File: src/sv/koct_ram.sv
// ----------------------------------------------------------------------------
// koct_ram
// Generic single-write, single-read RAM with a registered read port.
// ----------------------------------------------------------------------------
module koct_ram #(
  parameter int WIDTH = 8,
  parameter int DEPTH = 2
) (
  input  logic                     clk,
  input  logic                     we,
  input  logic [$clog2(DEPTH)-1:0] waddr,
  input  logic [WIDTH-1:0]         wdata,
  input  logic                     re,
  input  logic [$clog2(DEPTH)-1:0] raddr,
  output logic [WIDTH-1:0]         rdata
);

  logic [WIDTH-1:0] mem [DEPTH];
  logic [WIDTH-1:0] rdata_r;

  always_ff @(posedge clk) begin
    if (we) begin
      mem[waddr] <= wdata;
    end
    if (re) begin
      rdata_r <= mem[raddr];
    end
  end

  assign rdata = rdata_r;

endmodule

File: config.mk
export PLATFORM = sky130hd
export DESIGN_NAME = koct_ram
export DESIGN_NICKNAME = d
export VERILOG_FILES = /design/src/sv/koct_ram.sv
export SDC_FILE = /design/constraint.sdc
export NUM_CORES = 1
export LEC_CHECK = 0
export BUFFER_PORTS_ARGS = -buffer_cell sky130_fd_sc_hd__clkbuf_2
export CAP_MARGIN = 40
export CORE_MARGIN = 2
export CORE_UTILIZATION = 45
export CTS_CLUSTER_DIAMETER = 50
export DETAILED_ROUTE_END_ITERATION = 12
export GPL_TIMING_DRIVEN = 0
export PLACE_DENSITY = 0.83
export REMOVE_ABC_BUFFERS = 1
export SLEW_MARGIN = 20
export SYNTH_ARGS = -nofsm -noshare
export SYNTH_HDL_FRONTEND = slang
export SYNTH_SLANG_ARGS = --single-unit
File: constraint.sdc
create_clock -name clk -period 1.1 [get_ports clk]
set_input_delay 0.33 -clock clk [delete_from_list [all_inputs] [get_ports clk]]
set_output_delay 0.33 -clock clk [all_outputs]
set_load 0.01 [all_outputs]
Word level (Yosys, flattened, before mapping)
Memory sizes are Yosys's and may differ from the RTL's. A register that Yosys moved wholly into a read port is not among the register bits.
Cells that the tools add are included.

word-level totals
  bits in registers = 0
  word-level logic and storage cells = 3
  RAM bits = 16
  output and inout port bits = 8
  input bits = 13
  memories kept = 1

cells by class
  mux-type cells = 2

memory list
  name  depth  bits a word  read ports  clocked after Yosys merged registers in  wr ports  RTL line  text
  mem   2      8            1           1                                        1         18        logic [WIDTH-1:0] mem [DEPTH];

operators by type and width
  kind               count
  1-bit two-way mux  2

Depth between registers and ports, before layout
  word-level depth = 2
  gate-level depth with buffers = 2

Worst setup path after synthesis
No wires, ideal clock.

  kind = in2reg
  start = input port we
  end = memory mem[0][0] (enable)
  data arrival time = 0.750 ns
  cell stages on the path = 1
  slack = -0.023 ns
  buffers on the path = 0
  path through = nor2b_1

between the ends
  longest elaborated chain between the ends = 2

ends and longest elaborated chain
  what                                     RTL line  text
  start, declared                          10        input logic we,
  1-bit two-way mux                        22        if (we) begin
  1-bit two-way mux (implied by the code)  23        mem[waddr] <= wdata;
  end, declared                            18

Every way passes these cells.

Worst setup path in the final report
  start = register rdata_r[4] (netlist: rdata[4]), read port of mem
  end = output port rdata[4]

RTL lines
  what             RTL line  text
  start, declared  19        logic [WIDTH-1:0] rdata_r;
  end, declared    15        output logic [WIDTH-1:0] rdata

No word-level cell between the ends.

==> impl_summary.txt <==
----------------------------------------------------
[STA]
  Worst-Margin Slew ... 0.6808 ns
  Time the worst path needs with I/O delays and setup ... 1.149 ns
  Share of the clock period used by the worst path after layout ... 1.045
  FMAX ... 870.2 MHz
  Setup ws final ... -0.04914 ns
  Worst-case headroom to the max-slew limit ... 0.5452
  Number of hold violations in the final report ... 0
  Worst-case clock skew ... 0.007579 ns
  RSZ-0062 raised after global routing ... yes
  Sum of negative setup slack ... -0.3175 ns
  Finish-stage setup viols ... 8
  Final Slew Violations ... 0

[Detailed routing]
  WL per Instance ... 11.10 µm
  Iteration-0 DRC count of the detailed router ... 6
  DRT antenna net count ... 0
  Number of DRC violations after detailed routing ... 0
  Number of vias per cell after detailed routing ... 4.622
  Total length of routed wires ... 910 µm
  First-pass iteration count of the detailed router ... 2
  Number of vias after detailed routing ... 379

[Setup path]
  Type of origin of the critical path ... flop
  Cells along the critical path ... clkbuf_2
  Register-to-Register Path Depth ... 1
  Capturing point of the worst reg2reg path ... rdata[7]
  Arrival time of the worst setup path ... 0.82 ns
  Number of gates on the worst path with buffers counted ... 1
  Worst R2R Setup Slack ... 0.20 ns
  Dominant delay contributor by cell family on the critical path ... flip-flops
  Critical Path End ... rdata[4]
  Worst endpoint required time ... 0.77 ns
  Reg-to-reg startpoint ... mem[0][7]
  Critical Setup Path Class ... reg2out
  Crit Path Max Fanout ... 1
  Startpoint of the most critical setup path ... rdata[4]
  Worst path max stage delay ... about 0.38 ns
  Cell with the largest stage delay on the worst path ... edfxtp_1
  Type of destination of the critical path ... primary output
  Number of buffer and inverter stages on the critical path ... 1

[Clock tree]
  Post-CTS setup buffer count ... 0
  CTS sink count ... 24
  Clock buffer count from CTS ... 3
  Worst-case clock buffer depth ... 2
  Clk_lat worst skew ... 0.31 ns
  H-tree levels ... 1
  Count of hold buffers inserted by post-cts repair ... 0
  Buffer type at the clock tree root ... clkbuf_4
  CTS clk-pin slew, worst paths ... 0.11 ns
  Clock tree from TritonCTS ... built

[Status]
  Violations in the final reports ... negative setup slack
  Result of the run ... complete, but fails checks

[Job]
  Max-capacitance violation count ... 0

[Cells and area]
  Antenna cell count ... 0
  Area occupied by multi-input gates ... roughly 130 µm²
  Net total in the final layout ... 72
  Layout cell share with drive strength beyond 1 ... 0.5439
  Flip-flop and latch area ... about 720 µm²
  Layout overhead on the synthesized area ... 16.50%
  Fill cells ... 153

[Synth]
  Number of synthesized register bits ... 24
  Proportion of synthesized chip area in sequential cells ... 0.8336
  Yosys synthesis warning count ... 0
  Number of distinct standard cells referenced by the synthesized netlist ... 5
  Synthesized area per cell ... 24.70 µm²
  Cell count after synthesis ... 35
  Combined area of all synthesized cells ... 864.6 µm²

[Min path]
  Tightest Hold Check Type ... in2reg
  Hold Path Origin ... wdata[2]

[GRT]
  Total global routing overflow ... 0
  Via count of the first global-routing pass ... 299
  Global-route wire length before repair ... 1.262 mm
  Initial antenna violation count ... 0
  Pin count of the biggest net entering global routing ... 13
  Overall Global Routing Usage ... 0.08765

[Placed design]
  Global placer's final weighted congestion ... 0.6189
  Number of port buffers ... 20

[Pwr]
  Power Dens Cells ... 1563 nW/µm²
  Peak supply drop ... 0.9122 mV
  Overall power of the completed layout ... 1574 µW
  Static Leak ... 0.0003959 µW

[Floorplanning]
  Y dimension of the die ... 47.83 µm
  Area of the core region ... roughly 1800 µm²
  Die span in x ... 47.83 µm
  Starting density of the core ... 0.4901
  Die Area ... 2288 µm²
  Total number of placement rows ... 15
  I/O Pins ... 21

----------------------------------------------------
-- per-layer routing --
metal  GRT usage  up-vias  wire length [µm]
li1            -      181                 -
met1     0.09744      172               347
met2      0.1333       21               448
met3     0.02642        5                83
met4     0.08108        0                31
met5           0        -                 0
-- cell families after synthesis --
kind of cell | synth area share
flops | 0.8336
mux | 0.1389
buf+inv | 0.01302
simple gates | 0.01448
-- cell usage after synthesis --
library cell,number,area share
and2_1,1,0.0072
buf_6,1,0.013
edfxtp_1,24,0.83
mux2_4,8,0.14
nor2b_1,1,0.0072
-- power by group --
group / internal (µW) / leakage (µW) / switching (µW)
registers: 1080 / 0.000228 / 14.6
clock network: 128 / 0.0000138 / 227
logic: 69.2 / 0.000154 / 55.7
-- layout by cell type (no fill, tap or decap) --
master    count
and2_1        1
nor2b_1       1
clkbuf_4      3
edfxtp_1     24
mux2_4        8
clkbuf_2     20
-- through the flow --
step | std cells | hold slack [ns] | utilization | instance area (µm²) | setup slack, ns
2_1_floorplan | 34 | 0.4289 | - | 853.3 | -0.02344
3_3_place_gp | 79 | 0.5180 | 0.5582 | 984.7 | -0.2456
3_5_place_dp | 79 | 0.5225 | 0.5582 | 984.7 | -0.2891
4_1_cts | 82 | 0.2011 | 0.5709 | 1007 | -0.05872
5_1_grt | 82 | 0.2046 | 0.5709 | 1007 | -0.09097
6_report | 82 | 0.2064 | 0.5709 | 1007 | -0.04914
-- worst min path at each step --
stage	to	slack [ns]	cells past startpoint
final	mem[0][2]	0.21	1
after global routing	mem[0][4]	0.20	1
after CTS	mem[0][4]	0.20	1
after detailed placement	mem[1][4]	0.52	1
after global placement	mem[0][2]	0.52	1
after floorplan	mem[0][0]	0.43	0
-- timing repair --
item / in CTS / in global routing
pin swaps: 0 / 0
endpoints found under the setup margin: 8 / 8
gates resized for setup: 0 / 0
-- layout make-up --
| class | count | area share |
|---|---|---|
| sequential | 24 | 0.7155 |
| clock buffer | 3 | 0.02236 |
| multi-input combinational | 10 | 0.1317 |
| timing repair buffer | 20 | 0.09938 |
| tap | 25 | 0.03106 |
-- flip-flops by register name, summed over array words and instances (netlist names) --
| name | flops |
|---|---|
| rdata | 8 |
| mem | 16 |
No activity file was read; power rests on OpenSTA's default activity.
