<file path="src/sv/koct_pkg.sv">
// ----------------------------------------------------------------------------
// koct_pkg
// Shared types and codes of the keyed occurrence count table: request and
// result codes, field widths and the result record.
// ----------------------------------------------------------------------------
package koct_pkg;

  localparam int CMD_W  = 2;
  localparam int CH_W   = 14;
  localparam int KEY_W  = 64;
  localparam int IDX_W  = 8;
  localparam int ST_W   = 3;
  localparam int CNT_W  = 32;
  localparam int USED_W = 9;

  typedef enum logic [CMD_W-1:0] {
    CMD_ADD   = 2'd0,
    CMD_READ  = 2'd1,
    CMD_CLEAR = 2'd2
  } cmd_t;

  typedef enum logic [ST_W-1:0] {
    ST_COUNTED   = 3'd0,
    ST_INSERTED  = 3'd1,
    ST_FULL      = 3'd2,
    ST_READ_OK   = 3'd3,
    ST_BAD_INDEX = 3'd4,
    ST_CLEARED   = 3'd5
  } status_t;

  typedef struct packed {
    status_t           status;
    logic [CH_W-1:0]   entry_channel;
    logic [KEY_W-1:0]  entry_key;
    logic [CNT_W-1:0]  entry_count;
    logic [USED_W-1:0] entries_used;
  } res_t;

endpackage

</file>
<file path="src/sv/koct_in_if.sv">
// ----------------------------------------------------------------------------
// koct_in_if
// Request channel of the count table: valid/ready plus the request fields.
// ----------------------------------------------------------------------------
interface koct_in_if;
  logic                        valid;
  logic                        ready;
  logic [koct_pkg::CMD_W-1:0]  cmd;
  logic [koct_pkg::CH_W-1:0]   channel;
  logic [koct_pkg::KEY_W-1:0]  cell_key;
  logic [koct_pkg::IDX_W-1:0]  read_index;

  modport source (output valid, cmd, channel, cell_key, read_index, input ready);
  modport sink   (input valid, cmd, channel, cell_key, read_index, output ready);
endinterface

</file>
<file path="src/sv/koct_ctrl.sv">
// ----------------------------------------------------------------------------
// koct_ctrl
// Sequencer of the count table: linear key search through the table RAM
// with one shared key comparator, count update, append, read and clear.
// ----------------------------------------------------------------------------
module koct_ctrl #(
  parameter int ENTRIES    = 256,
  parameter int COUNT_BITS = 32,
  parameter int KEY_BITS   = 64
) (
  input  logic                         clk,
  input  logic                         rst_n,
  koct_in_if.sink                      in_ch,
  output logic                         ram_we,
  output logic [$clog2(ENTRIES)-1:0]   ram_waddr,
  output logic [koct_pkg::CH_W+KEY_BITS+COUNT_BITS-1:0] ram_wdata,
  output logic                         ram_re,
  output logic [$clog2(ENTRIES)-1:0]   ram_raddr,
  input  logic [koct_pkg::CH_W+KEY_BITS+COUNT_BITS-1:0] ram_rdata,
  output logic                         res_valid,
  input  logic                         res_ready,
  output koct_pkg::res_t               res
);

  localparam int AW = $clog2(ENTRIES);
  localparam int FW = $clog2(ENTRIES + 1);
  localparam int CH = koct_pkg::CH_W;
  localparam int W  = CH + KEY_BITS + COUNT_BITS;
  localparam logic [FW-1:0]         FILL_MAX = FW'(ENTRIES);
  localparam logic [COUNT_BITS-1:0] CNT_MAX  = '1;

  typedef enum logic [4:0] {
    S_IDLE   = 5'b00001,
    S_SEARCH = 5'b00010,
    S_UPDATE = 5'b00100,
    S_RDWAIT = 5'b01000,
    S_DONE   = 5'b10000
  } state_t;

  state_t                state_r, state_nxt;
  logic [CH-1:0]         ch_r, ch_nxt;
  logic [KEY_BITS-1:0]   key_r, key_nxt;
  logic [FW-1:0]         scan_r, scan_nxt;
  logic [FW-1:0]         fill_r, fill_nxt;
  logic                  cmp_vld_r, cmp_vld_nxt;
  logic [AW-1:0]         cmp_addr_r, cmp_addr_nxt;
  logic [AW-1:0]         hit_addr_r, hit_addr_nxt;
  logic [COUNT_BITS-1:0] hit_cnt_r, hit_cnt_nxt;
  koct_pkg::res_t        res_r, res_nxt;

  logic [CH-1:0]         rd_ch;
  logic [KEY_BITS-1:0]   rd_key;
  logic [COUNT_BITS-1:0] rd_cnt;
  logic [COUNT_BITS-1:0] new_cnt;
  logic                  key_hit;
  logic                  scan_more;

  assign rd_cnt    = ram_rdata[COUNT_BITS-1:0];
  assign rd_key    = ram_rdata[COUNT_BITS +: KEY_BITS];
  assign rd_ch     = ram_rdata[W-1 -: CH];
  assign key_hit   = (rd_ch == ch_r) && (rd_key == key_r);
  assign scan_more = (scan_r < fill_r);
  assign new_cnt   = (hit_cnt_r == CNT_MAX) ? hit_cnt_r : hit_cnt_r + COUNT_BITS'(1);

  assign in_ch.ready = (state_r == S_IDLE);
  assign res_valid   = (state_r == S_DONE);
  assign res         = res_r;

  always_comb begin
    state_nxt    = state_r;
    ch_nxt       = ch_r;
    key_nxt      = key_r;
    scan_nxt     = scan_r;
    fill_nxt     = fill_r;
    cmp_vld_nxt  = cmp_vld_r;
    cmp_addr_nxt = cmp_addr_r;
    hit_addr_nxt = hit_addr_r;
    hit_cnt_nxt  = hit_cnt_r;
    res_nxt      = res_r;
    ram_we       = 1'b0;
    ram_waddr    = fill_r[AW-1:0];
    ram_wdata    = {ch_r, key_r, COUNT_BITS'(1)};
    ram_re       = 1'b0;
    ram_raddr    = scan_r[AW-1:0];

    case (state_r)
      S_IDLE: begin
        if (in_ch.valid) begin
          case (in_ch.cmd)
            koct_pkg::CMD_ADD: begin
              ch_nxt      = in_ch.channel;
              key_nxt     = KEY_BITS'(in_ch.cell_key);
              scan_nxt    = '0;
              cmp_vld_nxt = 1'b0;
              state_nxt   = S_SEARCH;
            end
            koct_pkg::CMD_READ: begin
              if (32'(in_ch.read_index) < 32'(fill_r)) begin
                ram_re    = 1'b1;
                ram_raddr = AW'(in_ch.read_index);
                state_nxt = S_RDWAIT;
              end else begin
                res_nxt   = '{koct_pkg::ST_BAD_INDEX, '0, '0, '0, 9'(fill_r)};
                state_nxt = S_DONE;
              end
            end
            koct_pkg::CMD_CLEAR: begin
              fill_nxt  = '0;
              res_nxt   = '{koct_pkg::ST_CLEARED, '0, '0, '0, '0};
              state_nxt = S_DONE;
            end
            default: ;  // unused code: drop the request
          endcase
        end
      end

      S_SEARCH: begin
        if (cmp_vld_r && key_hit) begin
          hit_addr_nxt = cmp_addr_r;
          hit_cnt_nxt  = rd_cnt;
          state_nxt    = S_UPDATE;
        end else if (!cmp_vld_r && !scan_more) begin
          // whole table scanned without a match: append or report full
          if (fill_r == FILL_MAX) begin
            res_nxt = '{koct_pkg::ST_FULL, ch_r, 64'(key_r), '0, 9'(fill_r)};
          end else begin
            ram_we   = 1'b1;
            fill_nxt = fill_r + FW'(1);
            res_nxt  = '{koct_pkg::ST_INSERTED, ch_r, 64'(key_r), 32'd1,
                         9'(fill_r + FW'(1))};
          end
          state_nxt = S_DONE;
        end else begin
          // issue the next read while comparing the previous one
          ram_re       = scan_more;
          cmp_vld_nxt  = scan_more;
          cmp_addr_nxt = scan_r[AW-1:0];
          if (scan_more) begin
            scan_nxt = scan_r + FW'(1);
          end
        end
      end

      S_UPDATE: begin
        ram_we    = 1'b1;
        ram_waddr = hit_addr_r;
        ram_wdata = {ch_r, key_r, new_cnt};
        res_nxt   = '{koct_pkg::ST_COUNTED, ch_r, 64'(key_r), 32'(new_cnt), 9'(fill_r)};
        state_nxt = S_DONE;
      end

      S_RDWAIT: begin
        res_nxt   = '{koct_pkg::ST_READ_OK, rd_ch, 64'(rd_key), 32'(rd_cnt), 9'(fill_r)};
        state_nxt = S_DONE;
      end

      S_DONE: begin
        if (res_ready) begin
          state_nxt = S_IDLE;
        end
      end

      default: begin
        state_nxt = S_IDLE;
      end
    endcase
  end

  always_ff @(posedge clk) begin
    if (!rst_n) begin
      state_r   <= S_IDLE;
      fill_r    <= '0;
      cmp_vld_r <= 1'b0;
    end else begin
      state_r   <= state_nxt;
      fill_r    <= fill_nxt;
      cmp_vld_r <= cmp_vld_nxt;
    end
  end

  always_ff @(posedge clk) begin
    ch_r       <= ch_nxt;
    key_r      <= key_nxt;
    scan_r     <= scan_nxt;
    cmp_addr_r <= cmp_addr_nxt;
    hit_addr_r <= hit_addr_nxt;
    hit_cnt_r  <= hit_cnt_nxt;
    res_r      <= res_nxt;
  end

endmodule

</file>
<file path="src/flat_wrapper.sv">
// flat-port wrapper written by rule: the top's interface ports become plain ports
module koct_ctrl_flat 
#(
  parameter int ENTRIES    = 256,
  parameter int COUNT_BITS = 32,
  parameter int KEY_BITS   = 64
)
  (clk, rst_n, ram_we, ram_waddr, ram_wdata, ram_re, ram_raddr, ram_rdata, res_valid, res_ready, res, in_ch_valid, in_ch_cmd, in_ch_channel, in_ch_cell_key, in_ch_read_index, in_ch_ready);
  koct_in_if in_ch_i ();
  input  logic clk;
  input  logic rst_n;
  output logic ram_we;
  output logic [$clog2(ENTRIES)-1:0] ram_waddr;
  output logic [koct_pkg::CH_W+KEY_BITS+COUNT_BITS-1:0] ram_wdata;
  output logic ram_re;
  output logic [$clog2(ENTRIES)-1:0] ram_raddr;
  input  logic [koct_pkg::CH_W+KEY_BITS+COUNT_BITS-1:0] ram_rdata;
  output logic res_valid;
  input  logic res_ready;
  output koct_pkg::res_t res;
  input wire logic [$bits(in_ch_i.valid)-1:0] in_ch_valid;
  input wire logic [$bits(in_ch_i.cmd)-1:0] in_ch_cmd;
  input wire logic [$bits(in_ch_i.channel)-1:0] in_ch_channel;
  input wire logic [$bits(in_ch_i.cell_key)-1:0] in_ch_cell_key;
  input wire logic [$bits(in_ch_i.read_index)-1:0] in_ch_read_index;
  output wire logic [$bits(in_ch_i.ready)-1:0] in_ch_ready;
  assign in_ch_i.valid = in_ch_valid;
  assign in_ch_i.cmd = in_ch_cmd;
  assign in_ch_i.channel = in_ch_channel;
  assign in_ch_i.cell_key = in_ch_cell_key;
  assign in_ch_i.read_index = in_ch_read_index;
  assign in_ch_ready = in_ch_i.ready;
  koct_ctrl #(.ENTRIES(ENTRIES), .COUNT_BITS(COUNT_BITS), .KEY_BITS(KEY_BITS)) u_core (.clk(clk), .rst_n(rst_n), .in_ch(in_ch_i), .ram_we(ram_we), .ram_waddr(ram_waddr), .ram_wdata(ram_wdata), .ram_re(ram_re), .ram_raddr(ram_raddr), .ram_rdata(ram_rdata), .res_valid(res_valid), .res_ready(res_ready), .res(res));
endmodule
</file>
<file path="config.mk">
export PLATFORM = sky130hd
export DESIGN_NAME = koct_ctrl_flat
export DESIGN_NICKNAME = d
export VERILOG_FILES = /design/src/sv/koct_pkg.sv /design/src/sv/koct_in_if.sv /design/src/sv/koct_ctrl.sv /design/src/flat_wrapper.sv
export SDC_FILE = /design/constraint.sdc
export NUM_CORES = 1
export LEC_CHECK = 0
export BUFFER_PORTS_ARGS = -buffer_cell sky130_fd_sc_hd__buf_4
export CAP_MARGIN = 30
export CORE_MARGIN = 5
export CORE_UTILIZATION = 30
export CTS_BUF_LIST = sky130_fd_sc_hd__clkbuf_4 sky130_fd_sc_hd__clkbuf_8
export CTS_CLUSTER_DIAMETER = 200
export DETAILED_ROUTE_END_ITERATION = 8
export GPL_ROUTABILITY_DRIVEN = 0
export PLACE_DENSITY_LB_ADDON = 0.15
export SLEW_MARGIN = 30
export SYNTH_ARGS = -nofsm -noshare
export SYNTH_HDL_FRONTEND = slang
export SYNTH_SLANG_ARGS = --single-unit
</file>
<file path="constraint.sdc">
create_clock -name clk -period 23 [get_ports clk]
set_input_delay 4.6 -clock clk [delete_from_list [all_inputs] [get_ports clk]]
set_output_delay 4.6 -clock clk [all_outputs]
set_load 0.005 [all_outputs]
</file>
# [Word level (Yosys, flattened, before mapping)]
# Cells that the tools add are included.
[op_classes] add_sub_neg=3 order_cmp=2 n_eq_ne=24 muxes=48 bitwise_logic=2 reduce_logical=17
[ops] op="$mux 122" count=4
[ops] op="$pmux 122 s4" count=1
[ops] op="$pmux 122 s2" count=1
[ops] op="$mux 121" count=1
[ops] op="$mux 9" count=10
[ops] op="$eq 64x64->1" count=1
[ops] op="$mux 32" count=2
[ops] op="$mux 8" count=5
[ops] op="$pmux 9 s2" count=2
[ops] op="$add 32x1->32 const B" count=1
[ops] op="$eq 32x32->1 const B" count=1
[ops] op="$mux 5" count=5
[ops] op="$pmux 5 s4" count=1
[ops] op="$add 9x1->9 const B" count=2
[ops] op="$reduce_and 6->1" count=3
[ops] op="$pmux 5 s3" count=1
[ops] op="$eq 14x14->1" count=1
[ops] op="$mux 1" count=12
[ops] op="$ne 2x1->1 const B" count=5
[ops] op="$eq 9x9->1 const B" count=1
[ops] op="$lt 8x9->1" count=1
[ops] op="$lt 9x9->1" count=1
[ops] op="$ne 2x2->1 const B" count=4
[ops] op="$ne 3x1->1 const B" count=2
[ops] op="21 further kinds" count=28
[word_totals] ff_bits=272 elab_cells=110

# [Logic depth before layout (Yosys ltp)]
# Gate-level depths: netlist of the first run.
[depth] ltp_word=6 mapped_depth=10 ltp_nobuf=9

# [Worst setup path before layout of the first run]
# Ideal clock, no wire load.
[synth_path] path_type="input-to-reg" start="input in_ch_read_index[6]" end="register u_core.res_r, in the netlist u_core.res[0] (enable)" setup_time_ps=821 arrival_ps=14780 required_ps=22179 setup_slack_ps=7399 stages=8 path_buffers=0 path_cell_list="ha_1 a21o_1 a21oi_1 a21oi_1 inv_1 o21ai_1 a31oi_1 a311oi_1"
[synth_via] elab_chain_cells=3
[synth_lines] item="start: declaration" line="flat_wrapper.sv:25" text="input wire logic [$bits(in_ch_i.read_index)-1:0] in_ch_read_index;"
[synth_lines] item="$lt 8x9->1" line="koct_ctrl.sv:98" text="if (32'(in_ch.read_index) < 32'(fill_r)) begin"
[synth_lines] item="$ne 3x3->1 (no line)"
[synth_lines] item="$reduce_and 6->1 (no line)"
[synth_lines] item="end signal: assignment" line="koct_ctrl.sv:188" text="res_r <= res_nxt;"
[synth_lines] item="end: declaration" line="koct_ctrl.sv:49" text="koct_pkg::res_t res_r, res_nxt;"
# Every way passes these cells.
# A chain may end at the register's enable or synchronous reset.

# [Worst setup path in the final report of the first run]
[layout_path] start="input ram_rdata[100] (netlist bit)" end="output ram_re"
[layout_via] elab_chain_cells=5
[layout_lines] item="start: declaration" line="flat_wrapper.sv:17" text="input logic [koct_pkg::CH_W+KEY_BITS+COUNT_BITS-1:0] ram_rdata;"
[layout_lines] item="$eq 14x14->1" line="koct_ctrl.sv:61" text="assign key_hit = (rd_ch == ch_r) && (rd_key == key_r);"
[layout_lines] item="$logic_and 1x1->1" line="koct_ctrl.sv:61"
[layout_lines] item="$logic_and 1x1->1" line="koct_ctrl.sv:118" text="if (cmp_vld_r && key_hit) begin"
[layout_lines] item="$mux 1" line="koct_ctrl.sv:118"
[layout_lines] item="$pmux 1 s2" line="koct_ctrl.sv:86" text="case (state_r)"
[layout_lines] item="end: declaration" line="flat_wrapper.sv:15" text="output logic ram_re;"
# Every way passes these cells.

==> out/qor.csv, run 1 <==
stage;metric;value;unit
run;Max Cap Viol;0;
worst_setup_path;Critical Path End Type;primary output;
drt;ANT nets after route;0;
global_route;grt met3 use;7.751;%
worst_setup_path;kind of critical path;in2out;
worst_setup_path;startpoint types;primary input;
global_route;GRT met1 Usage;21.58;%
final_layout;Net count, final;1650;
timing;fin worst setup slack;11450;ps
timing;Fin Setup TNS;0;ps
clock_tree;clock sinks;272;
floorplan;DIE AREA;0.04589;mm²
timing;top achievable clock speed;0.08654;GHz
yosys;Synth Register Bits;272;
yosys;Netlist cell types;70;
drt;DRT iter0 DRCs;565;
timing;worst-margin pin slew;997.1;ps
global_route;routing usage on met2;30.46;%
floorplan;chip height;214.2;µm
floorplan;initial core utilization;30.50;%
global_route;total global-route track usage;18.54;%
clock_tree;Clock Pin Slew Worst Setup and Hold Paths;60;ps
timing;fin crit share;50.24;%
global_route;largest net degree at the start of global routing;79;
worst_setup_path;Data required, critical path;18400;ps
drt;DR vias;9849;
floorplan;Die Span X;214.2;µm
yosys;Synth async-reset ratio;0;%
clock_tree;Skew-Pair Late Insertion Delay;620;ps
placed_design;pre-CTS WS;11340;ps
yosys;cells after synthesis;947;
drt;vias per cell;4.925;
yosys;Synth Net Count;1171;
placed_design;HPWL Detailed;33380;µm
yosys;post-synthesis sequential area ratio;64.09;%
timing;RSZ-0062 raised after global routing;false;
worst_setup_path;Largest stage delay, worst path;760;ps
drt;Routed WL;44450;µm
yosys;Post-Syn Area;0.01251;mm²
clock_tree;clock tree buffer depth;3;
floorplan;I/O pins;454;
drt;drt pass-1 iters;5;
yosys;number of synthesized flops with an enable pin;257;
clock_tree;CTS tree;built;
timing;Slew HR;33.52;%
clock_tree;Root Driver;clkbuf_8;
worst_setup_path;Critical Path AT;6950;ps
power;PwrDens;76.88;mW/mm²
yosys;mean cell area of the mapped netlist;13.21;µm²
yosys;Yosys top cell by area;edfxtp_1;
global_route;Overflow after GRT;0;
timing;worst clock skew;16.22;ps
worst_setup_path;cell chain of the critical path;buf_4 > xnor2_1 > nand4_1 > nor4_1 > nand4_1 > nor3_2 > nand2b_1 > o22ai_1 > buf_4;
worst_setup_path;r2r setup slk;19270;ps
global_route;initial antenna violation count;9;
clock_tree;Gates resized, CTS repair;0;
worst_setup_path;critical path peak fanout;3;
power;leakage;6.922;nW
timing;fin crit period;11550;ps
final_layout;fillers;3970;
yosys;ys flop type;edfxtp_1;
placed_design;IO buf count;453;
yosys;warnings from Yosys;0;
global_route;first-pass GRT wire length;65680;µm
clock_tree;Hold Buf Count CTS;0;
drt;mean routed wirelength per cell;22.22;µm
floorplan;Core Area;0.04102;mm²
timing;Final setup viols;0;
floorplan;row count;74;
final_layout;Area Growth Syn to Fin;40.57;%
run_status;status;complete, no violations;
clock_tree;htree depth;2;
clock_tree;total CTS buffers;51;
final_layout;layout cells sized above 1;40.07;%
power;maximum VDD drop;0.00005324;V
timing;Hold Vio Cnt, Final;0;
worst_hold_path;worst hold path class;reg2reg;
drt;drt drc;0;
clock_tree;post-CTS setup buffers;0;
yosys;top-area cell type share of the netlist area;61.69;%
timing;Final Slew Violations;0;
global_route;vias in the first global route;10290;
global_route;grt peak-use layer;met2;
yosys;most area-consuming cells after synthesis;edfxtp_1, a22o_1, xnor2_1;
worst_setup_path;CP max-delay cell;nor4_1;
## final cells by class
class | count | area [µm²] | area share (%)
clock inverters | 31 | 252.7 | 1.437
multi-input cells | 603 | 4252 | 24.17
inverters | 36 | 136.4 | 0.7755
clock buffers | 61 | 783.3 | 4.454
well taps | 532 | 665.6 | 3.785
repair buffers | 462 | 3472 | 19.74
diodes | 3 | 7.507 | 0.04269
flip-flops and latches | 272 | 8018 | 45.59
## worst max-delay path: cells and delay by family
family | cells | cell delay (ps)
buf+inv | 2 | 280
compound gates | 1 | 110
simple gates | 5 | 1840
xor+xnor | 1 | 140
## per-stage QoR
step	instance area [µm²]	hold slack (ps)	std cells	util [%]	total power (W)
finish	17590	417.6	2000	42.88	0.001352
floorplan	12510	400.3	947	-	0.0007392
global route	17580	416.1	1998	42.86	0.001414
CTS	17570	416.3	1997	42.84	0.001379
detailed placement	16540	405.6	1905	40.31	0.0008830
global placement	16530	401.4	1905	40.31	0.0008824
## cell usage in the layout (no fill, tap or decap), drive strengths merged, types with 22 or more instances in the layout
master / Yosys / routed
buf: 8 / 462
edfxtp: 257 / 257
a22o: 73 / 73
xnor2: 71 / 71
nand2: 62 / 62
clkbuf: 28 / 61
o21ai: 57 / 57
nor2: 53 / 53
nand3: 39 / 39
inv: 36 / 36
a21oi: 32 / 32
xor2: 26 / 26
nand4: 24 / 24
clkinv: 0 / 23
ha: 22 / 22
## kinds of logic after synthesis
| logic type | share of synthesized area [%] |
|---|---|
| flip-flops | 64.09 |
| AND/OR/NAND/NOR | 11.31 |
| AO/OA/AOI/OAI | 12.45 |
| XOR/XNOR | 6.791 |
| buffers and inverters | 2.360 |
| adder cells (fa/ha/maj) | 2.200 |
| multiplexers | 0.8001 |
## routing by layer
layer | vias up | routed length, µm
met2 | 425 | 21190
li1 | 4598 | -
met5 | - | 77
met1 | 4724 | 17300
met4 | 12 | 1548
met3 | 90 | 4325
## flip-flops by register name, indices dropped and copies added (netlist names)
register / flops
u_core.ch_r: 14
u_core.hit_cnt_r: 32
u_core.res: 122
u_core.hit_addr_r: 8
u_core.cmp_vld_r: 1
u_core.fill_r: 9
u_core.scan_r: 9
u_core.state_r: 5
u_core.cmp_addr_r: 8
u_core.key_r: 64
## final timing paths
| check | from | cells after the start | end |
|---|---|---|---|
| worst max-delay path | ram_rdata[100] | 9 | ram_re |
| worst min-delay path | u_core.cmp_addr_r[5] | 0 | u_core.hit_addr_r[5] |
| worst max register to register | u_core.fill_r[2] | 11 | u_core.res[45] |
| worst min register to register | u_core.cmp_addr_r[5] | 0 | u_core.hit_addr_r[5] |
## synth_stat cells, drive strengths merged (5+ instances only)
cell type and count:
a211oi 7, a21o 15, a21oi 32, a22o 73, a31oi 8, and2 8, and3 15, and4 5
buf 8, clkbuf 28, dfxtp 15, edfxtp 257, ha 22, inv 36, mux2 8, nand2 62
nand2b 5, nand3 39, nand4 24, nor2 53, nor3 11, nor4 10, o21ai 57, o22ai 5
o2bb2ai 5, or3 7, xnor2 71, xor2 26
## power breakdown
group,internal (W),switching [W]
Combinational,0.000108,0.000114
Clock,0.000271,0.000214
Sequential,0.000622,0.0000236
Power figures use the tool's default switching activity.
==> run 2, diff against run 1 <==
==> constraint.sdc (replaced) <==
create_clock -name clk -period 10.4 [get_ports clk]
set_input_delay 2.08 -clock clk [delete_from_list [all_inputs] [get_ports clk]]
set_output_delay 2.08 -clock clk [all_outputs]
set_load 0.005 [all_outputs]
==> out/qor.csv, run 2 (same netlist as run 1, synthesis figures left out) <==
stage;metric;value;unit;change
run_status;status;complete, no violations;;
drt;ANT nets after route;0;;unchanged
global_route;initial antenna violation count;4;;-5
timing;Final Slew Violations;0;;unchanged
worst_setup_path;critical path peak fanout;3;;unchanged
worst_setup_path;FF-to-FF End;u_core.res[27];;
placed_design;HPWL Detailed;33280;µm;-0.32%
drt;mean routed wirelength per cell;22.30;µm;+0.33%
floorplan;Die Span X;214.2;µm;unchanged
final_layout;post-route cell area;0.01750;mm²;-0.49%
timing;worst-margin pin slew;897.8;ps;-99.39 ps
power;maximum VDD drop;0.0001005;V;+89%
global_route;vias in the first global route;10160;;-1.2%
worst_setup_path;startpoint types;primary input;;
run;Max Cap Viol;0;;unchanged
global_route;total global-route track usage;18.65;%;+0.11 points
timing;fin crit share;63.24;%;
clock_tree;Root Driver;clkbuf_8;;
clock_tree;Clock Pin Slew Worst Setup and Hold Paths;50;ps;about the same
clock_tree;Skew-Pair Late Insertion Delay;610;ps;about the same
global_route;largest net degree at the start of global routing;81;;+2.5%
timing;Fin Setup TNS;0;ps;unchanged
timing;Hold Vio Cnt, Final;0;;unchanged
timing;fin worst setup slack;3823;ps;-7622 ps
worst_setup_path;r2r setup slk;6870;ps;-12400 ps
floorplan;chip height;214.2;µm;unchanged
timing;worst clock skew;26.20;ps;+9.979 ps
clock_tree;clock tree buffer depth;3;;unchanged
clock_tree;total CTS buffers;49;;-3.9%
floorplan;row count;74;;unchanged
worst_setup_path;kind of critical path;in2out;;
timing;Final setup viols;0;;unchanged
placed_design;pre-CTS WS;3772;ps;-7572 ps
worst_setup_path;Setup crit end;ram_re;;
final_layout;layout cells sized above 1;39.97;%;-0.096 points
placed_design;IO buf count;453;;unchanged
final_layout;Non-Filler Instances;1995;;-0.25%
worst_setup_path;Critical Path AT;4500;ps;-2450 ps
timing;top achievable clock speed;0.1520;GHz;
final_layout;most frequent cells in the layout;buf_4, edfxtp_1, a22o_1;;
power;PwrDens;167.2;mW/mm²;+120%
placed_design;dpl cells;1904;;-0.052%
global_route;first-pass GRT wire length;65830;µm;+0.22%
power;leakage;6.891;nW;-0.44%
drt;vias per cell;4.879;;-0.92%
worst_hold_path;worst hold path class;reg2reg;;
placed_design;dpl cell area;0.01654;mm²;about the same
clock_tree;Hold Buf Count CTS;0;;unchanged
final_layout;most common cell after layout, fill and taps aside;buf_4;;
worst_setup_path;Data required, critical path;8320;ps;-10080 ps
floorplan;DIE AREA;0.04589;mm²;unchanged
drt;DR vias;9734;;-1.2%
worst_setup_path;Critical Path End Type;primary output;;
floorplan;I/O pins;454;;unchanged
drt;drt drc;0;;unchanged
floorplan;Core Area;0.04102;mm²;unchanged
worst_setup_path;Crit Reg-Reg Startpoint;u_core.fill_r[2];;
global_route;Overflow after GRT;0;;unchanged
final_layout;Area Growth Syn to Fin;39.88;%;
clock_tree;post-CTS setup buffers;0;;unchanged
drt;Routed WL;44480;µm;about the same
drt;drt pass-1 iters;5;;unchanged
worst_setup_path;Critical Path Start;ram_rdata[100];;
floorplan;initial core utilization;30.50;%;unchanged
final_layout;fillers;3929;;-1.0%
worst_setup_path;path depth of the worst reg2reg path;11;;unchanged
final_layout;max reg flops;122;;unchanged
timing;fin crit period;6577;ps;
clock_tree;clock sinks;272;;unchanged
drt;DRT iter0 DRCs;601;;+6.4%
final_layout;Net count, final;1647;;-0.18%
final_layout;Core Util, Final;42.67;%;-0.21 points
clock_tree;htree depth;2;;unchanged
clock_tree;Gates resized, CTS repair;0;;unchanged
clock_tree;CTS tree;built;;
timing;Slew HR;39.60;%;+6.1 points
timing;RSZ-0062 raised after global routing;false;;
-- run 2: changes by cell type in the layout (fill, tap and decap cells not counted), sizes merged --
cell | previous run | this run
clkinvlp | 4 | 1
clkbuf | 61 | 68
clkinv | 23 | 19
buf | 462 | 461
bufinv | 4 | 1
diode | 3 | 2
-- run 2: area by class of cell --
type                    count  area [µm²]  share of cell area, %
diodes                      2       5.005                0.02860
clock buffers              68       829.5                  4.740
clock inverters            21       121.4                 0.6935
inverters                  36       136.4                 0.7793
multi-input cells         603        4260                  24.34
flip-flops and latches    272        8018                  45.81
well taps                 532       665.6                  3.804
repair buffers            461        3465                  19.80
-- run 2: critical path, stage by stage --
cell	delay, ps
buf_4	120
xnor2_1	150
nand4_1	160
nor4_1	810
nand4_1	280
nor3_2	420
nand2b_1	220
o22ai_1	90
buf_4	150
-- run 2: through the flow --
step / hold slack [ps] / total power, W
after CTS: 421.1 / 0.002978
after global placement: 402.5 / 0.001952
after detailed placement: 408.0 / 0.001954
final: 418.9 / 0.002926
after global routing: 423.6 / 0.003060
after floorplan: 400.3 / 0.001609
-- run 2: routing by layer --
layer | track usage [%] | up-vias | wire length (µm)
li1 | - | 4591 | -
met1 | 21.93 | 4621 | 17000
met2 | 30.58 | 435 | 21220
met3 | 8.132 | 83 | 4836
met4 | 6.549 | 4 | 1408
met5 | 0 | - | 17
-- run 2: worst min path at each step --
| stage | startpoint | endpoint | slack (ps) | cells after the start |
|---|---|---|---|---|
| 3_3_place_gp | u_core.cmp_addr_r[1] | u_core.hit_addr_r[1] | 400 | 0 |
| 2_1_floorplan | u_core.cmp_addr_r[0] | u_core.hit_addr_r[0] | 400 | 0 |
| 6_report | u_core.cmp_addr_r[4] | u_core.hit_addr_r[4] | 420 | 0 |
| 3_5_place_dp | u_core.cmp_addr_r[4] | u_core.hit_addr_r[4] | 410 | 0 |
| 4_1_cts | u_core.cmp_addr_r[7] | u_core.hit_addr_r[7] | 420 | 0 |
| 5_1_grt | u_core.cmp_addr_r[7] | u_core.hit_addr_r[7] | 420 | 0 |
-- run 2: power breakdown --
group	total, W	internal (W)	leakage, nW	switching [W]
Sequential	0.00143	0.00137	2.55	0.0000515
Clock	0.00101	0.000540	0.506	0.000467
Combinational	0.000493	0.000239	3.83	0.000254
==> run 3, diff against run 2 <==
--- a/config.mk
+++ b/config.mk
@@ -5,6 +5,7 @@
 export SDC_FILE = /design/constraint.sdc
 export NUM_CORES = 1
 export LEC_CHECK = 0
+export ABC_AREA = 1
 export BUFFER_PORTS_ARGS = -buffer_cell sky130_fd_sc_hd__buf_4
 export CAP_MARGIN = 30
 export CORE_MARGIN = 5
==> constraint.sdc (replaced) <==
create_clock -name clk -period 5.8 [get_ports clk]
set_input_delay 1.16 -clock clk [delete_from_list [all_inputs] [get_ports clk]]
set_output_delay 1.16 -clock clk [all_outputs]
set_load 0.005 [all_outputs]
==> out/qor.csv, run 3 <==
stage;metric;value;unit;change
floorplan;Core Area;0.04548;mm²;+11%
clock_tree;total CTS buffers;52;;+6.1%
yosys;ys flop type;edfxtp_1;;
drt;DR vias;12460;;+28%
worst_setup_path;Data required, critical path;4640;ps;-3680 ps
timing;Final Slew Violations;0;;unchanged
clock_tree;htree depth;2;;unchanged
final_layout;area occupied by multi-input gates;0.004730;mm²;+11%
worst_setup_path;cell mode on critical path;inv_1;;
global_route;Overflow after GRT;0;;unchanged
yosys;top-area cell type share of the netlist area;55.76;%;-5.9 points
worst_setup_path;Critical Path End Type;primary output;;
drt;Routed WL;55700;µm;+25%
worst_setup_path;Crit Reg-Reg Startpoint;u_core.state_r[1];;
timing;Slew HR;40.49;%;+0.89 points
timing;worst clock skew;33.18;ps;+6.975 ps
yosys;Post-Syn Area;0.01384;mm²;+11%
timing;fin crit period;4391;ps;
drt;ANT nets after route;0;;unchanged
worst_setup_path;startpoint types;flop;;
timing;fin crit share;75.70;%;
timing;Hold Vio Cnt, Final;0;;unchanged
worst_setup_path;crit-path leading delay family;buffers and inverters;;
floorplan;Die Span X;224.8;µm;+4.9%
power;leakage;8.855;nW;+28%
drt;DRT iter0 DRCs;817;;+36%
worst_hold_path;hold_sp;u_core.cmp_addr_r[5];;
global_route;vias in the first global route;12720;;+25%
timing;Fin Setup TNS;0;ps;unchanged
yosys;Synth async-reset ratio;0;%;unchanged
clock_tree;Root Driver;clkbuf_8;;
placed_design;HPWL Detailed;44540;µm;+34%
worst_hold_path;hold depth;0;;unchanged
placed_design;dpl cells;2528;;+33%
global_route;initial antenna violation count;4;;unchanged
yosys;top-count cell post-synth;nand2_1;;
yosys;post-synthesis sequential area ratio;57.93;%;-6.2 points
yosys;Yosys top cell by area;edfxtp_1;;
final_layout;Net count, final;2206;;+34%
drt;vias per cell;4.751;;-2.6%
worst_setup_path;critical path peak fanout;17;;+14
run;Max Cap Viol;0;;unchanged
yosys;cells after synthesis;1497;;+58%
timing;Final setup viols;0;;unchanged
worst_setup_path;FF-to-FF End;u_core.res[77];;
placed_design;IO buf count;453;;unchanged
worst_setup_path;path depth of the worst reg2reg path;8;;-3
drt;drt drc;0;;unchanged
power;Pwr Total;0.006415;W;+120%
yosys;mean cell area of the mapped netlist;9.246;µm²;-30%
final_layout;max reg flops;122;;unchanged
worst_setup_path;kind of critical path;reg2out;;
final_layout;most frequent cells in the layout;buf_4, nand2_1, edfxtp_1;;
clock_tree;Clock Pin Slew Worst Setup and Hold Paths;60;ps;about the same
floorplan;initial core utilization;30.43;%;-0.068 points
power;PwrDens;337.6;mW/mm²;+100%
timing;top achievable clock speed;0.2278;GHz;
final_layout;most common cell after layout, fill and taps aside;buf_4;;
clock_tree;clock tree buffer depth;3;;unchanged
final_layout;Core Util, Final;41.77;%;-0.89 points
worst_setup_path;CP Buf/Inv Count;5;;+3
worst_setup_path;CP max-delay cell;edfxtp_1;;
clock_tree;post-CTS setup buffers;0;;unchanged
timing;RSZ-0062 raised after global routing;false;;
global_route;total global-route track usage;21.30;%;+2.7 points
floorplan;I/O pins;454;;unchanged
clock_tree;CTS tree;built;;
worst_hold_path;end of the worst hold path;u_core.hit_addr_r[5];;
floorplan;DIE AREA;0.05053;mm²;+10%
run_status;status;complete, no violations;;
clock_tree;Skew-Pair Late Insertion Delay;640;ps;+30 ps
worst_setup_path;Critical Path AT;3230;ps;-1270 ps
final_layout;fillers;4597;;+17%
yosys;number of synthesized flops with an enable pin;257;;unchanged
clock_tree;clock sinks;272;;unchanged
final_layout;Sequential Area;0.008018;mm²;unchanged
worst_setup_path;r2r setup slk;2330;ps;-4540 ps
clock_tree;Hold Buf Count CTS;0;;unchanged
final_layout;layout cells sized above 1;29.37;%;-11 points
yosys;Netlist cell types;51;;-27%
final_layout;Area Growth Syn to Fin;37.26;%;
timing;worst hold slack;419.1;ps;+0.2060 ps
worst_setup_path;Largest stage delay, worst path;490;ps;-320 ps
global_route;largest net degree at the start of global routing;72;;-11%
clock_tree;Gates resized, CTS repair;0;;unchanged
floorplan;row count;78;;+5.4%
yosys;synth cell count leaders;nand2_1, edfxtp_1, inv_1;;
power;maximum VDD drop;0.0002242;V;+120%
yosys;most area-consuming cells after synthesis;edfxtp_1, nand2_1, inv_1;;
final_layout;Non-Filler Instances;2622;;+31%
yosys;Synth Register Bits;272;;unchanged
timing;worst-margin pin slew;884.5;ps;-13.25 ps
global_route;first-pass GRT wire length;80540;µm;+22%
yosys;Synth Net Count;1721;;+47%
drt;drt pass-1 iters;5;;unchanged
yosys;warnings from Yosys;0;;unchanged
worst_hold_path;worst hold path class;reg2reg;;
worst_setup_path;cell chain of the critical path;ha_1 > inv_1 > nor3_2 > nand4_1 > clkinv_1 > nand4_4 > inv_2 > o21ai_0 > inv_1 > buf_4;;
floorplan;chip height;224.8;µm;+4.9%
drt;mean routed wirelength per cell;21.24;µm;-4.7%
==> run 3: per-layer routing <==
metal | vias to the layer above | GRT usage [%] | part of all wire [%]
met3 | 82 | 6.513 | 9.3
met2 | 525 | 36.44 | 49
met4 | 2 | 7.032 | 2.6
met5 | - | 0 | 0.032
li1 | 5973 | - | -
met1 | 5876 | 25.67 | 40
==> run 3: worst max-delay path by stage <==
| stage | startpoint | to | slack [ps] | cells past startpoint |
|---|---|---|---|---|
| 2_1_floorplan | in_ch_read_index[6] | u_core.res[0] | 420 | 9 |
| 3_3_place_gp | ram_rdata[90] | u_core.hit_cnt_r[7] | 1620 | 9 |
| 3_5_place_dp | ram_rdata[90] | u_core.hit_cnt_r[7] | 1580 | 9 |
| 4_1_cts | u_core.hit_cnt_r[0] | ram_wdata[3] | 1330 | 10 |
| 5_1_grt | u_core.hit_cnt_r[0] | ram_wdata[9] | 1200 | 10 |
| 6_report | u_core.hit_cnt_r[0] | ram_wdata[3] | 1410 | 10 |
==> run 3: metrics by stage <==
stage	setup WS [ps]	area [µm²]
2_1_floorplan	417.5	13850
5_1_grt	1201	19000
4_1_cts	1331	18990
6_report	1409	19000
3_3_place_gp	1625	17920
3_5_place_dp	1577	17920
==> run 3: worst register-to-register path, stage by stage (launching register included) <==
cell     delay, ps
dfxtp_1        330
nor2_1         180
nand4_2        520
inv_2          740
nor2_1         170
nand2_1        100
o21ai_0        170
nor3_4         230
buf_6          570
==> run 3: final cells by class <==
type | count | share of cell area, %
clock buffers | 65 | 4.314
diodes | 3 | 0.03952
multi-input cells | 942 | 24.89
clock inverters | 26 | 1.304
well taps | 600 | 3.952
inverters | 252 | 5.018
flip-flops and latches | 272 | 42.20
repair buffers | 462 | 18.28
==> run 3: cell families after synthesis <==
family                     share of synthesized area (%)
adders and majority gates                          1.989
xor gates and xnor gates                           2.088
and+or+nand+nor                                    22.08
AOI/OAI and AO/OA                                  7.874
DFF                                                57.93
buffers and inverters                              8.036
==> run 3: power by group <==
group | internal [W] | switching, W
clock network | 0.00114 | 0.000866
logic | 0.000679 | 0.000937
registers | 0.00263 | 0.000159
